--- config.mk ---
export PLATFORM = sky130hd
export DESIGN_NAME = mus_to_midi_event_transcoder
export DESIGN_NICKNAME = d
export VERILOG_FILES = /design/src/sv/mtm_pkg.sv /design/src/sv/mus_to_midi_event_transcoder.sv /design/src/sv/mtm_emit.sv
export SDC_FILE = /design/constraint.sdc
export NUM_CORES = 1
export LEC_CHECK = 0
export BUFFER_PORTS_ARGS = -buffer_cell sky130_fd_sc_hd__buf_4
export CAP_MARGIN = 40
export CELL_PAD_IN_SITES_DETAIL_PLACEMENT = 1
export CELL_PAD_IN_SITES_GLOBAL_PLACEMENT = 1
export CORE_MARGIN = 2
export CORE_UTILIZATION = 55
export DETAILED_ROUTE_END_ITERATION = 16
export HOLD_SLACK_MARGIN = 0.03
export PLACE_DENSITY = 0.93
export SLEW_MARGIN = 0
export SYNTH_ARGS = -nofsm -noshare
export SYNTH_HDL_FRONTEND = slang
export SYNTH_HIERARCHICAL = 1
export SYNTH_SLANG_ARGS = --single-unit
export TNS_END_PERCENT = 5
--- constraint.sdc ---
create_clock -name clk -period 8.2 [get_ports clk]
set_input_delay 0.82 -clock clk [delete_from_list [all_inputs] [get_ports clk]]
set_output_delay 0.82 -clock clk [all_outputs]
set_load 0.01 [all_outputs]
--- src/sv/mtm_pkg.sv ---
// Shared types, codes and the controller table of the score-to-MIDI transcoder.
package mtm_pkg;

	localparam int CH_COUNT    = 16;
	localparam int CH_W        = 4;
	localparam int DELTA_W_DEF = 28;
	localparam int DELTA_W_MAX = 28;

	// parser position inside one score event
	typedef enum logic [2:0] {
		PH_EVENT,
		PH_DATA1,
		PH_VOLUME,
		PH_DATA2,
		PH_DELAY
	} phase_t;

	// emitter position inside one output event
	typedef enum logic [1:0] {
		SQ_DELTA,
		SQ_SETUP,
		SQ_MSG
	} seq_t;

	// score event types (bits 6..4 of the event byte)
	localparam logic [2:0] EV_NOTE_OFF = 3'd0;
	localparam logic [2:0] EV_NOTE_ON  = 3'd1;
	localparam logic [2:0] EV_BEND     = 3'd2;
	localparam logic [2:0] EV_MODE     = 3'd3;
	localparam logic [2:0] EV_CTRL     = 3'd4;
	localparam logic [2:0] EV_SKIP_A   = 3'd5;
	localparam logic [2:0] EV_END      = 3'd6;
	localparam logic [2:0] EV_SKIP_B   = 3'd7;

	// MIDI status and data constants
	localparam logic [7:0] ST_NOTE_OFF = 8'h80;
	localparam logic [7:0] ST_NOTE_ON  = 8'h90;
	localparam logic [7:0] ST_BEND     = 8'hE0;
	localparam logic [7:0] ST_CTRL     = 8'hB0;
	localparam logic [7:0] ST_PROG     = 8'hC0;
	localparam logic [7:0] ST_META     = 8'hFF;
	localparam logic [6:0] META_EOT    = 7'h2F;
	localparam logic [6:0] OFF_VEL     = 7'h40;
	localparam logic [6:0] CC_VOLUME   = 7'h07;
	localparam logic [6:0] VOL_FULL    = 7'h7F;
	localparam logic [6:0] VOL_RESET   = 7'd64;
	localparam logic [7:0] CTL_LAST    = 8'd14;
	localparam logic [7:0] CTL_MONO    = 8'd12;
	localparam logic [3:0] PERC_CH     = 4'd9;
	localparam logic [3:0] PERC_SRC    = 4'd15;
	localparam logic [4:0] SKIP_CH     = 5'd9;
	localparam logic [4:0] CH_LIMIT    = 5'd16;

	typedef struct packed {
		logic [DELTA_W_MAX-1:0] delta;
		logic                   setup;
		logic [CH_W-1:0]        setup_ch;
		logic [7:0]             status;
		logic [6:0]             d1;
		logic [6:0]             d2;
		logic                   len3;
		logic                   bad;
	} job_t;

	function automatic logic [6:0] ctl_map(input logic [7:0] idx);
		logic [6:0] r;
		case (idx)
			8'd0:    r = 7'h00;
			8'd1:    r = 7'h00;
			8'd2:    r = 7'h01;
			8'd3:    r = 7'h07;
			8'd4:    r = 7'h0A;
			8'd5:    r = 7'h0B;
			8'd6:    r = 7'h5B;
			8'd7:    r = 7'h5D;
			8'd8:    r = 7'h40;
			8'd9:    r = 7'h43;
			8'd10:   r = 7'h78;
			8'd11:   r = 7'h7B;
			8'd12:   r = 7'h7E;
			8'd13:   r = 7'h7F;
			8'd14:   r = 7'h79;
			default: r = 7'h00;
		endcase
		return r;
	endfunction

endpackage

--- src/sv/mus_to_midi_event_transcoder.sv ---
// Top level: score byte parser, channel map memory and MIDI byte emitter.
// Order: stage 1 and the map read load at the transfer edge of an event's final score
// byte, the emitter loads the job when free, then the output reg takes the first byte.
// Throughput: one score byte per cycle while the emitter keeps up; an event is 3 to 11
// MIDI bytes, one per cycle without midi_stall, set by the single output byte register.
// Reset (arst_n low) clears parse state, channel map valid bits, the allocation counter,
// delays and output valid, and sets volumes to 64; map memory contents are not reset.
module mus_to_midi_event_transcoder
	import mtm_pkg::*;
#(
	parameter int DELTA_WIDTH = DELTA_W_DEF
) (
	input  logic       clk,
	input  logic       arst_n,
	input  logic       score_valid,
	output logic       score_stall,
	input  logic [7:0] score_byte,
	input  logic       new_score,
	output logic       midi_valid,
	input  logic       midi_stall,
	output logic [7:0] midi_byte,
	output logic       last_of_event,
	output logic       bad_controller,
	input  logic       cfg_we,
	input  logic [3:0] cfg_wdata
);

	localparam logic [DELTA_WIDTH-1:0] DMAX = '1;

	// ---------------- parse state ----------------
	logic [3:0]             pcc_q;
	phase_t                 phase_q, ph_eff, ph_n;
	logic [7:0]             hev_q, hev_eff, hev_n;
	logic [7:0]             hd_q, hd_eff, hd_n;
	logic [DELTA_WIDTH-1:0] pend_q, pend_eff, pend_n;
	logic [DELTA_WIDTH-1:0] carr_q, carr_eff, carr_n;
	logic [DELTA_WIDTH:0]   sum_w;
	logic [DELTA_WIDTH-1:0] sum_sat;
	logic [DELTA_WIDTH+6:0] shl_w;
	logic [DELTA_WIDTH-1:0] shl_sat;
	logic                   in_acc;

	// event descriptor built from the current byte
	logic            emit;
	logic [CH_W-1:0] ch_c;
	logic [7:0]      st_c;
	logic            or_ch_c, len3_c, bad_c, vsrc_c, vwr_c;
	logic [6:0]      d1_c, d2_c;

	// ---------------- stage 1 (map read) ----------------
	logic                   s1_valid_q, s1_load, s1_adv;
	logic [CH_W-1:0]        ch_s1;
	logic [7:0]             st_s1;
	logic                   or_ch_s1, len3_s1, bad_s1, vsrc_s1, vwr_s1;
	logic [6:0]             d1_s1, d2_s1;
	logic [DELTA_WIDTH-1:0] delta_s1;
	logic [CH_W-1:0]        map_rd_s1, fwd_data_s1;
	logic                   fwd_hit_s1;

	// ---------------- channel state ----------------
	logic [CH_W-1:0]     map_mem [CH_COUNT];
	logic [CH_COUNT-1:0] map_vld_q;
	logic [6:0]          vol_q [CH_COUNT];
	logic [4:0]          nfc_q, nfc_inc, nfc_n;
	logic                eff_vld, need_alloc, job_free;
	logic [CH_W-1:0]     mapped, m_c;
	job_t                job_c;

	assign in_acc      = score_valid && !score_stall;
	assign s1_adv      = s1_valid_q && job_free;
	assign score_stall = s1_valid_q && !job_free;
	assign s1_load     = in_acc && emit;

	// a new score clears the per-score parse state ahead of this byte
	assign ph_eff   = new_score ? PH_EVENT : phase_q;
	assign hev_eff  = new_score ? 8'h00 : hev_q;
	assign hd_eff   = new_score ? 8'h00 : hd_q;
	assign pend_eff = new_score ? '0 : pend_q;
	assign carr_eff = new_score ? '0 : carr_q;

	// saturating carry + pending delay
	assign sum_w   = {1'b0, carr_eff} + {1'b0, pend_eff};
	assign sum_sat = sum_w[DELTA_WIDTH] ? DMAX : sum_w[DELTA_WIDTH-1:0];
	// saturating 7-bit shift-in of a delay byte
	assign shl_w   = {pend_eff, score_byte[6:0]};
	assign shl_sat = (shl_w[DELTA_WIDTH+6:DELTA_WIDTH] != '0) ? DMAX :
		shl_w[DELTA_WIDTH-1:0];

	// parser
	always_comb begin
		ph_n    = ph_eff;
		hev_n   = hev_eff;
		hd_n    = hd_eff;
		pend_n  = pend_eff;
		carr_n  = carr_eff;
		emit    = 1'b0;
		ch_c    = hev_eff[3:0];
		st_c    = ST_NOTE_OFF;
		or_ch_c = 1'b1;
		len3_c  = 1'b1;
		bad_c   = 1'b0;
		vsrc_c  = 1'b0;
		vwr_c   = 1'b0;
		d1_c    = score_byte[6:0];
		d2_c    = '0;
		case (ph_eff)
			PH_EVENT: begin
				hev_n = score_byte;
				ch_c  = score_byte[3:0];
				case (score_byte[6:4])
					EV_SKIP_A, EV_SKIP_B: begin
						// skipped event: its delay rides on to the next output
						carr_n = sum_sat;
						pend_n = '0;
						ph_n   = score_byte[7] ? PH_DELAY : PH_EVENT;
					end
					EV_END: begin
						emit    = 1'b1;
						st_c    = ST_META;
						or_ch_c = 1'b0;
						d1_c    = META_EOT;
					end
					default: ph_n = PH_DATA1;
				endcase
			end
			PH_DATA1: begin
				case (hev_eff[6:4])
					EV_NOTE_OFF: begin
						emit = 1'b1;
						d2_c = OFF_VEL;
					end
					EV_NOTE_ON: begin
						if (score_byte[7]) begin
							hd_n = {1'b0, score_byte[6:0]};
							ph_n = PH_VOLUME;
						end else begin
							emit   = 1'b1;
							st_c   = ST_NOTE_ON;
							vsrc_c = 1'b1;
						end
					end
					EV_BEND: begin
						emit = 1'b1;
						st_c = ST_BEND;
						d1_c = {score_byte[0], 6'd0};
						d2_c = score_byte[7:1];
					end
					EV_MODE: begin
						emit  = 1'b1;
						st_c  = ST_CTRL;
						bad_c = score_byte > CTL_LAST;
						d1_c  = ctl_map(score_byte);
						d2_c  = (score_byte == CTL_MONO) ? (7'(pcc_q) + 7'd1) : 7'd0;
					end
					default: begin
						hd_n = score_byte;
						ph_n = PH_DATA2;
					end
				endcase
			end
			PH_VOLUME: begin
				emit  = 1'b1;
				st_c  = ST_NOTE_ON;
				d1_c  = hd_eff[6:0];
				d2_c  = score_byte[6:0];
				vwr_c = 1'b1;
			end
			PH_DATA2: begin
				emit = 1'b1;
				if (hd_eff == 8'h00) begin
					st_c   = ST_PROG;
					len3_c = 1'b0;
				end else begin
					st_c  = ST_CTRL;
					bad_c = hd_eff > CTL_LAST;
					d1_c  = ctl_map(hd_eff);
					d2_c  = score_byte[6:0];
				end
			end
			PH_DELAY: begin
				pend_n = shl_sat;
				if (!score_byte[7]) ph_n = PH_EVENT;
			end
			default: ph_n = PH_EVENT;
		endcase
		if (emit) begin
			pend_n = '0;
			carr_n = '0;
			ph_n   = hev_n[7] ? PH_DELAY : PH_EVENT;
		end
	end

	always_ff @(posedge clk or negedge arst_n) begin
		if (!arst_n) begin
			pcc_q      <= '0;
			phase_q    <= PH_EVENT;
			hev_q      <= '0;
			hd_q       <= '0;
			pend_q     <= '0;
			carr_q     <= '0;
			s1_valid_q <= 1'b0;
			fwd_hit_s1 <= 1'b0;
		end else begin
			if (cfg_we) pcc_q <= cfg_wdata;
			if (in_acc) begin
				phase_q <= ph_n;
				hev_q   <= hev_n;
				hd_q    <= hd_n;
				pend_q  <= pend_n;
				carr_q  <= carr_n;
			end
			if (s1_load) s1_valid_q <= 1'b1;
			else if (s1_adv) s1_valid_q <= 1'b0;
			// map write and read of the same entry in one cycle: forward
			if (s1_load) fwd_hit_s1 <= s1_adv && need_alloc && (ch_s1 == ch_c);
		end
	end

	// stage 1 payload and the synchronous map memory
	always_ff @(posedge clk) begin
		if (s1_load) begin
			ch_s1       <= ch_c;
			st_s1       <= st_c;
			or_ch_s1    <= or_ch_c;
			len3_s1     <= len3_c;
			bad_s1      <= bad_c;
			vsrc_s1     <= vsrc_c;
			vwr_s1      <= vwr_c;
			d1_s1       <= d1_c;
			d2_s1       <= d2_c;
			delta_s1    <= sum_sat;
			map_rd_s1   <= map_mem[ch_c];
			fwd_data_s1 <= m_c;
		end
		if (s1_adv && need_alloc) map_mem[ch_s1] <= m_c;
	end

	// ---------------- stage 2: channel resolve / allocate ----------------
	// score channel 15 is fixed to the percussion channel
	assign eff_vld    = map_vld_q[ch_s1] || (ch_s1 == PERC_SRC);
	assign need_alloc = !eff_vld;
	assign mapped     = (ch_s1 == PERC_SRC) ? PERC_CH :
		(fwd_hit_s1 ? fwd_data_s1 : map_rd_s1);
	assign m_c        = eff_vld ? mapped : nfc_q[3:0];
	assign nfc_inc    = (nfc_q != CH_LIMIT) ? (nfc_q + 5'd1) : nfc_q;
	assign nfc_n      = (nfc_inc == SKIP_CH) ? (nfc_inc + 5'd1) : nfc_inc;

	always_comb begin
		job_c          = '0;
		job_c.delta    = DELTA_W_MAX'(delta_s1);
		job_c.setup    = need_alloc;
		job_c.setup_ch = m_c;
		job_c.status   = or_ch_s1 ? {st_s1[7:4], m_c} : st_s1;
		job_c.d1       = d1_s1;
		job_c.d2       = vsrc_s1 ? vol_q[m_c] : d2_s1;
		job_c.len3     = len3_s1;
		job_c.bad      = bad_s1;
	end

	always_ff @(posedge clk or negedge arst_n) begin
		if (!arst_n) begin
			map_vld_q <= '0;
			nfc_q     <= '0;
			for (int i = 0; i < CH_COUNT; i++) vol_q[i] <= VOL_RESET;
		end else if (in_acc && new_score) begin
			// the event in stage 1 precedes this byte, so the clear wins
			map_vld_q <= '0;
			nfc_q     <= '0;
			for (int i = 0; i < CH_COUNT; i++) vol_q[i] <= VOL_RESET;
		end else if (s1_adv) begin
			if (need_alloc) begin
				map_vld_q[ch_s1] <= 1'b1;
				nfc_q            <= nfc_n;
			end
			if (vwr_s1) vol_q[m_c] <= d2_s1;
		end
	end

	mtm_emit #(
		.DELTA_WIDTH(DELTA_WIDTH)
	) u_emit (
		.clk           (clk),
		.arst_n        (arst_n),
		.job_load      (s1_adv),
		.job           (job_c),
		.job_free      (job_free),
		.midi_valid    (midi_valid),
		.midi_stall    (midi_stall),
		.midi_byte     (midi_byte),
		.last_of_event (last_of_event),
		.bad_controller(bad_controller)
	);

endmodule

--- src/sv/mtm_emit.sv ---
// Byte sequencer: turns one event job into delta, setup and message bytes.
module mtm_emit
	import mtm_pkg::*;
#(
	parameter int DELTA_WIDTH = DELTA_W_DEF
) (
	input  logic       clk,
	input  logic       arst_n,
	input  logic       job_load,
	input  job_t       job,
	output logic       job_free,
	output logic       midi_valid,
	input  logic       midi_stall,
	output logic [7:0] midi_byte,
	output logic       last_of_event,
	output logic       bad_controller
);

	localparam int GROUPS = (DELTA_WIDTH + 6) / 7;
	localparam int GIW    = (GROUPS > 1) ? $clog2(GROUPS) : 1;

	logic           act_q;
	seq_t           sq_q, sq_n;
	logic [GIW-1:0] grp_q, grp_n, grp_top;
	logic [1:0]     cnt_q, cnt_n;
	job_t           job_q;
	logic           out_load, last_c;
	logic [7:0]     byte_c;
	logic [6:0]     grp_bits;

	assign out_load = act_q && (!midi_valid || !midi_stall);
	assign job_free = !act_q || (out_load && last_c);
	assign grp_bits = 7'(job_q.delta >> (7 * grp_q));

	// top VLQ group index of the new job's delta
	always_comb begin
		grp_top = '0;
		for (int i = 1; i < GROUPS; i++) begin
			if ((job.delta >> (7 * i)) != '0) grp_top = GIW'(i);
		end
	end

	// byte selection
	always_comb begin
		byte_c = '0;
		last_c = 1'b0;
		case (sq_q)
			SQ_DELTA: byte_c = {(grp_q != '0), grp_bits};
			SQ_SETUP: begin
				case (cnt_q)
					2'd0:    byte_c = ST_CTRL | {4'h0, job_q.setup_ch};
					2'd1:    byte_c = {1'b0, CC_VOLUME};
					2'd2:    byte_c = {1'b0, VOL_FULL};
					default: byte_c = 8'h00;
				endcase
			end
			SQ_MSG: begin
				case (cnt_q)
					2'd0:    byte_c = job_q.status;
					2'd1:    byte_c = {1'b0, job_q.d1};
					default: byte_c = {1'b0, job_q.d2};
				endcase
				last_c = (cnt_q == (job_q.len3 ? 2'd2 : 2'd1));
			end
			default: byte_c = '0;
		endcase
	end

	// next position
	always_comb begin
		sq_n  = sq_q;
		grp_n = grp_q;
		cnt_n = cnt_q;
		case (sq_q)
			SQ_DELTA: begin
				if (grp_q == '0) begin
					sq_n  = job_q.setup ? SQ_SETUP : SQ_MSG;
					cnt_n = '0;
				end else begin
					grp_n = grp_q - 1'b1;
				end
			end
			SQ_SETUP: begin
				cnt_n = cnt_q + 1'b1;
				if (cnt_q == 2'd3) sq_n = SQ_MSG;
			end
			SQ_MSG:   cnt_n = cnt_q + 1'b1;
			default:  sq_n = SQ_DELTA;
		endcase
	end

	always_ff @(posedge clk or negedge arst_n) begin
		if (!arst_n) begin
			act_q      <= 1'b0;
			sq_q       <= SQ_DELTA;
			grp_q      <= '0;
			cnt_q      <= '0;
			midi_valid <= 1'b0;
		end else begin
			if (job_load) begin
				act_q <= 1'b1;
				sq_q  <= SQ_DELTA;
				grp_q <= grp_top;
				cnt_q <= '0;
			end else if (out_load) begin
				if (last_c) act_q <= 1'b0;
				sq_q  <= sq_n;
				grp_q <= grp_n;
				cnt_q <= cnt_n;
			end
			if (out_load) midi_valid <= 1'b1;
			else if (!midi_stall) midi_valid <= 1'b0;
		end
	end

	always_ff @(posedge clk) begin
		if (job_load) job_q <= job;
		if (out_load) begin
			midi_byte      <= byte_c;
			last_of_event  <= last_c;
			bad_controller <= job_q.bad;
		end
	end

endmodule

==> metrics.yaml <==
status: "finished, final reports clean"
io_buffers: 29
grt_max_degree: 88
peakVddDrop_mv: 0.182
place_inst: 2427
synth_top_area_share_pct: 27.5
power_frac_seq_pct: 42.9
cp_max_fo: 57
syn2layout_area_growth_pct: 9.79
min_period_ps: 4980
maxCapViolations: 0
cts_setup_buffers: 0
timing.final.hold_violations: 0
fp.dieH_um: 200
ys_ff_latch: 415
avgSynthCellArea_um2: 10.7
initial_core_util_pct: 56.1
rsz0062_at_grt: "false"
drt-vias-per-instance: 6.61
hp-class: "primary input to asynchronous set/reset pin"
die-area_um2: 40100
clock_path_buffers: 3
layout.nets: 2038
switching_share_pct: 33.5
final.setup.tns_ps: 0
syn_inst: 1976
layout.cells.non_filler: 2513
fmax_ghz: 0.201
worst_slew_pin_slew_ps: 923
fp.coreArea_um2: 37800
p_clk_share_pct: 32.9
n_antenna_cell: 0
yosysWarnings: 6
startpoint_type: "register"
async_flop_share_pct: 53.3
dp.final_hpwl_mm: 44.2
required_ps: 8520
synth_top_cell_by_area: "edfxtp_1"
cts_hold_buf: 0
drc: 0
synth_ff_type: "dfrtp_1"
grt_usage_pct: 33.6
slew_headroom_pct: 37.6
setup_violations: 0
drtIter0Drc: 1743
fillCellCount: 3961
cts_max_level: 2
cts_tree: "done"
die_w_um: 200
synth_edf_count: 194
first_pass_iters: 7
critPathArrivalTime_ps: 5300
p_int_w: 0.00410
period_share_pct: 60.7
grt_overflow: 0
p_switching_w: 0.00206
clock_skew_ps: 15.2
cts_resized: 0
routed_wl_mm: 67.7
regArea_um2: 11400
leakage_nw: 10.1
clkSlewWorstSetupHoldPaths_ps: 70
ioPinCount: 30
ys_top_cells_by_count: "nand2_1 (266), dfrtp_1 (205), nor2_1 (201), edfxtp_1 (194), mux2i_1 (171)"
p_per_area_nw_per_um2: 265
ant_nets: 0
grt_pass1_vias: 17626
antenna_found_initial: 0
num_rows: 71
slew_violations: 0
grt_pass1_wl_mm: 105
yosys-top-cells-area: "edfxtp_1 (28%), dfrtp_1 (24%), mux2i_1 (8.1%)"
synth_most_common_cell: "nand2_1"
cts_root_buffer: "clkbuf_16"
clock_sinks: 415
crit_path_end_kind: "register"
vias: 16603
combPwrFrac_pct: 24.2
ys_seq_area_share_pct: 53.7
routedWlPerCell_um: 26.9
routabilityCongestion: 0.902
multi_input_area_um2: 9080
synth.distinct_cells: 88
cts_made_buffers: 45
critPathKind: "register to register"
drive_above_1_share_pct: 10.1
synth_area_um2: 21200
worst_skew_pair.late_latency_ps: 590
worst max-delay path: stages, from the launching register on:
cell      delay (ps)
edfxtp_1         820
mux4_2           620
mux2i_1          200
mux2_4           410
mux2i_4          280
buf_4            680
inv_1            490
buf_4            430
nand2_1          180
a31oi_1          100
a21oi_1          300
nand2_1          140
power by group through the flow:
stage / clock network [W] / registers (W) / logic [W]
finish: 0.00203 / 0.00264 / 0.00149
global route: 0.00212 / 0.00266 / 0.00159
CTS: 0.00204 / 0.00264 / 0.00146
detailed placement: 0 / 0.00267 / 0.00142
global placement: 0 / 0.00264 / 0.00132
floorplan: 0 / 0.00257 / 0.00101
logic make-up (layout without fill, tap and decap cells):
family | Yosys count | in the layout | synth area share [%]
AND/OR/NAND/NOR | 708 | 708 | 15.4
flip-flops | 415 | 415 | 53.7
AO/OA/AOI/OAI | 388 | 388 | 12.4
multiplexers | 200 | 200 | 10.3
buffers and inverters | 176 | 199 | 3.57
adder cells (fa/ha/maj) | 54 | 54 | 3.23
XOR/XNOR | 33 | 33 | 1.36
other | 2 | 5 | 0.0355
sequential cells by signal (all words and copies together), names as in the netlist, 3 cells and up:
name              cells
st_s1                 4
phase_q               3
fwd_data_s1           4
d1_s1                 7
carr_q               28
vol_q               112
hev_q                 8
pend_q               28
map_vld_q            15
u_emit/job_q         57
u_emit/midi_byte      8
hd_q                  8
map_rd_s1             4
pcc_q                 4
d2_s1                 7
delta_s1             28
nfc_q                 5
ch_s1                 4
map_mem              64
layout by cell type (no fill, tap or decap), drive strengths merged, types with 13 or more instances in the layout:
master / instances
xor2: 20
a21oi: 70
xnor2: 13
mux2i: 174
and3: 15
a21o: 14
a22o: 63
nand2b: 20
mux2: 15
nor2b: 52
nand4: 13
nor2: 208
nand2: 268
inv: 54
edfxtp: 194
a31oi: 25
dfrtp: 205
nor3: 30
dfstp: 16
ha: 53
o21ai: 118
clkbuf: 75
nand3: 44
buf: 58
metrics by stage:
stage	cell area (µm²)	utilization, %	setup slack (ps)	hold slack [ps]	total power [W]
floorplan	21200	-	3630	400	0.00357
global placement	21700	57.5	2700	402	0.00396
detailed placement	21800	57.8	3040	407	0.00409
CTS	23200	61.5	3280	269	0.00614
global route	23300	61.6	3060	279	0.00637
finish	23300	61.6	3220	249	0.00617
metal layers:
metal	routed length [µm]	track usage, %	up-vias
li1	-	-	7065
met1	27100	43.9	8430
met2	32900	55.7	913
met3	5080	5.99	195
met4	2590	13.5	0
met5	0	0	-
cell type report:
cell class / instances / share of cell area, %
inverters: 56 / 0.904
clock buffers: 73 / 5.64
clock inverters: 10 / 0.517
well taps: 511 / 2.75
repair buffers: 60 / 2.24
multi-input cells: 1388 / 39.0
flip-flops and latches: 415 / 48.9
final timing paths:
path,startpoint,to,slack [ps],cells after the start
setup reg to reg,ch_s1[0],u_emit/job_q[8],3220,11
max in group asynchronous,arst_n,vol_q[97],6720,3
hold reg to reg,d1_s1[6],u_emit/job_q[15],420,0
min in group clk,d1_s1[6],u_emit/job_q[15],420,0
hold / removal,arst_n,vol_q[74],250,1
setup / recovery,ch_s1[0],u_emit/job_q[8],3220,11
(Power assumes the default switching activity.)
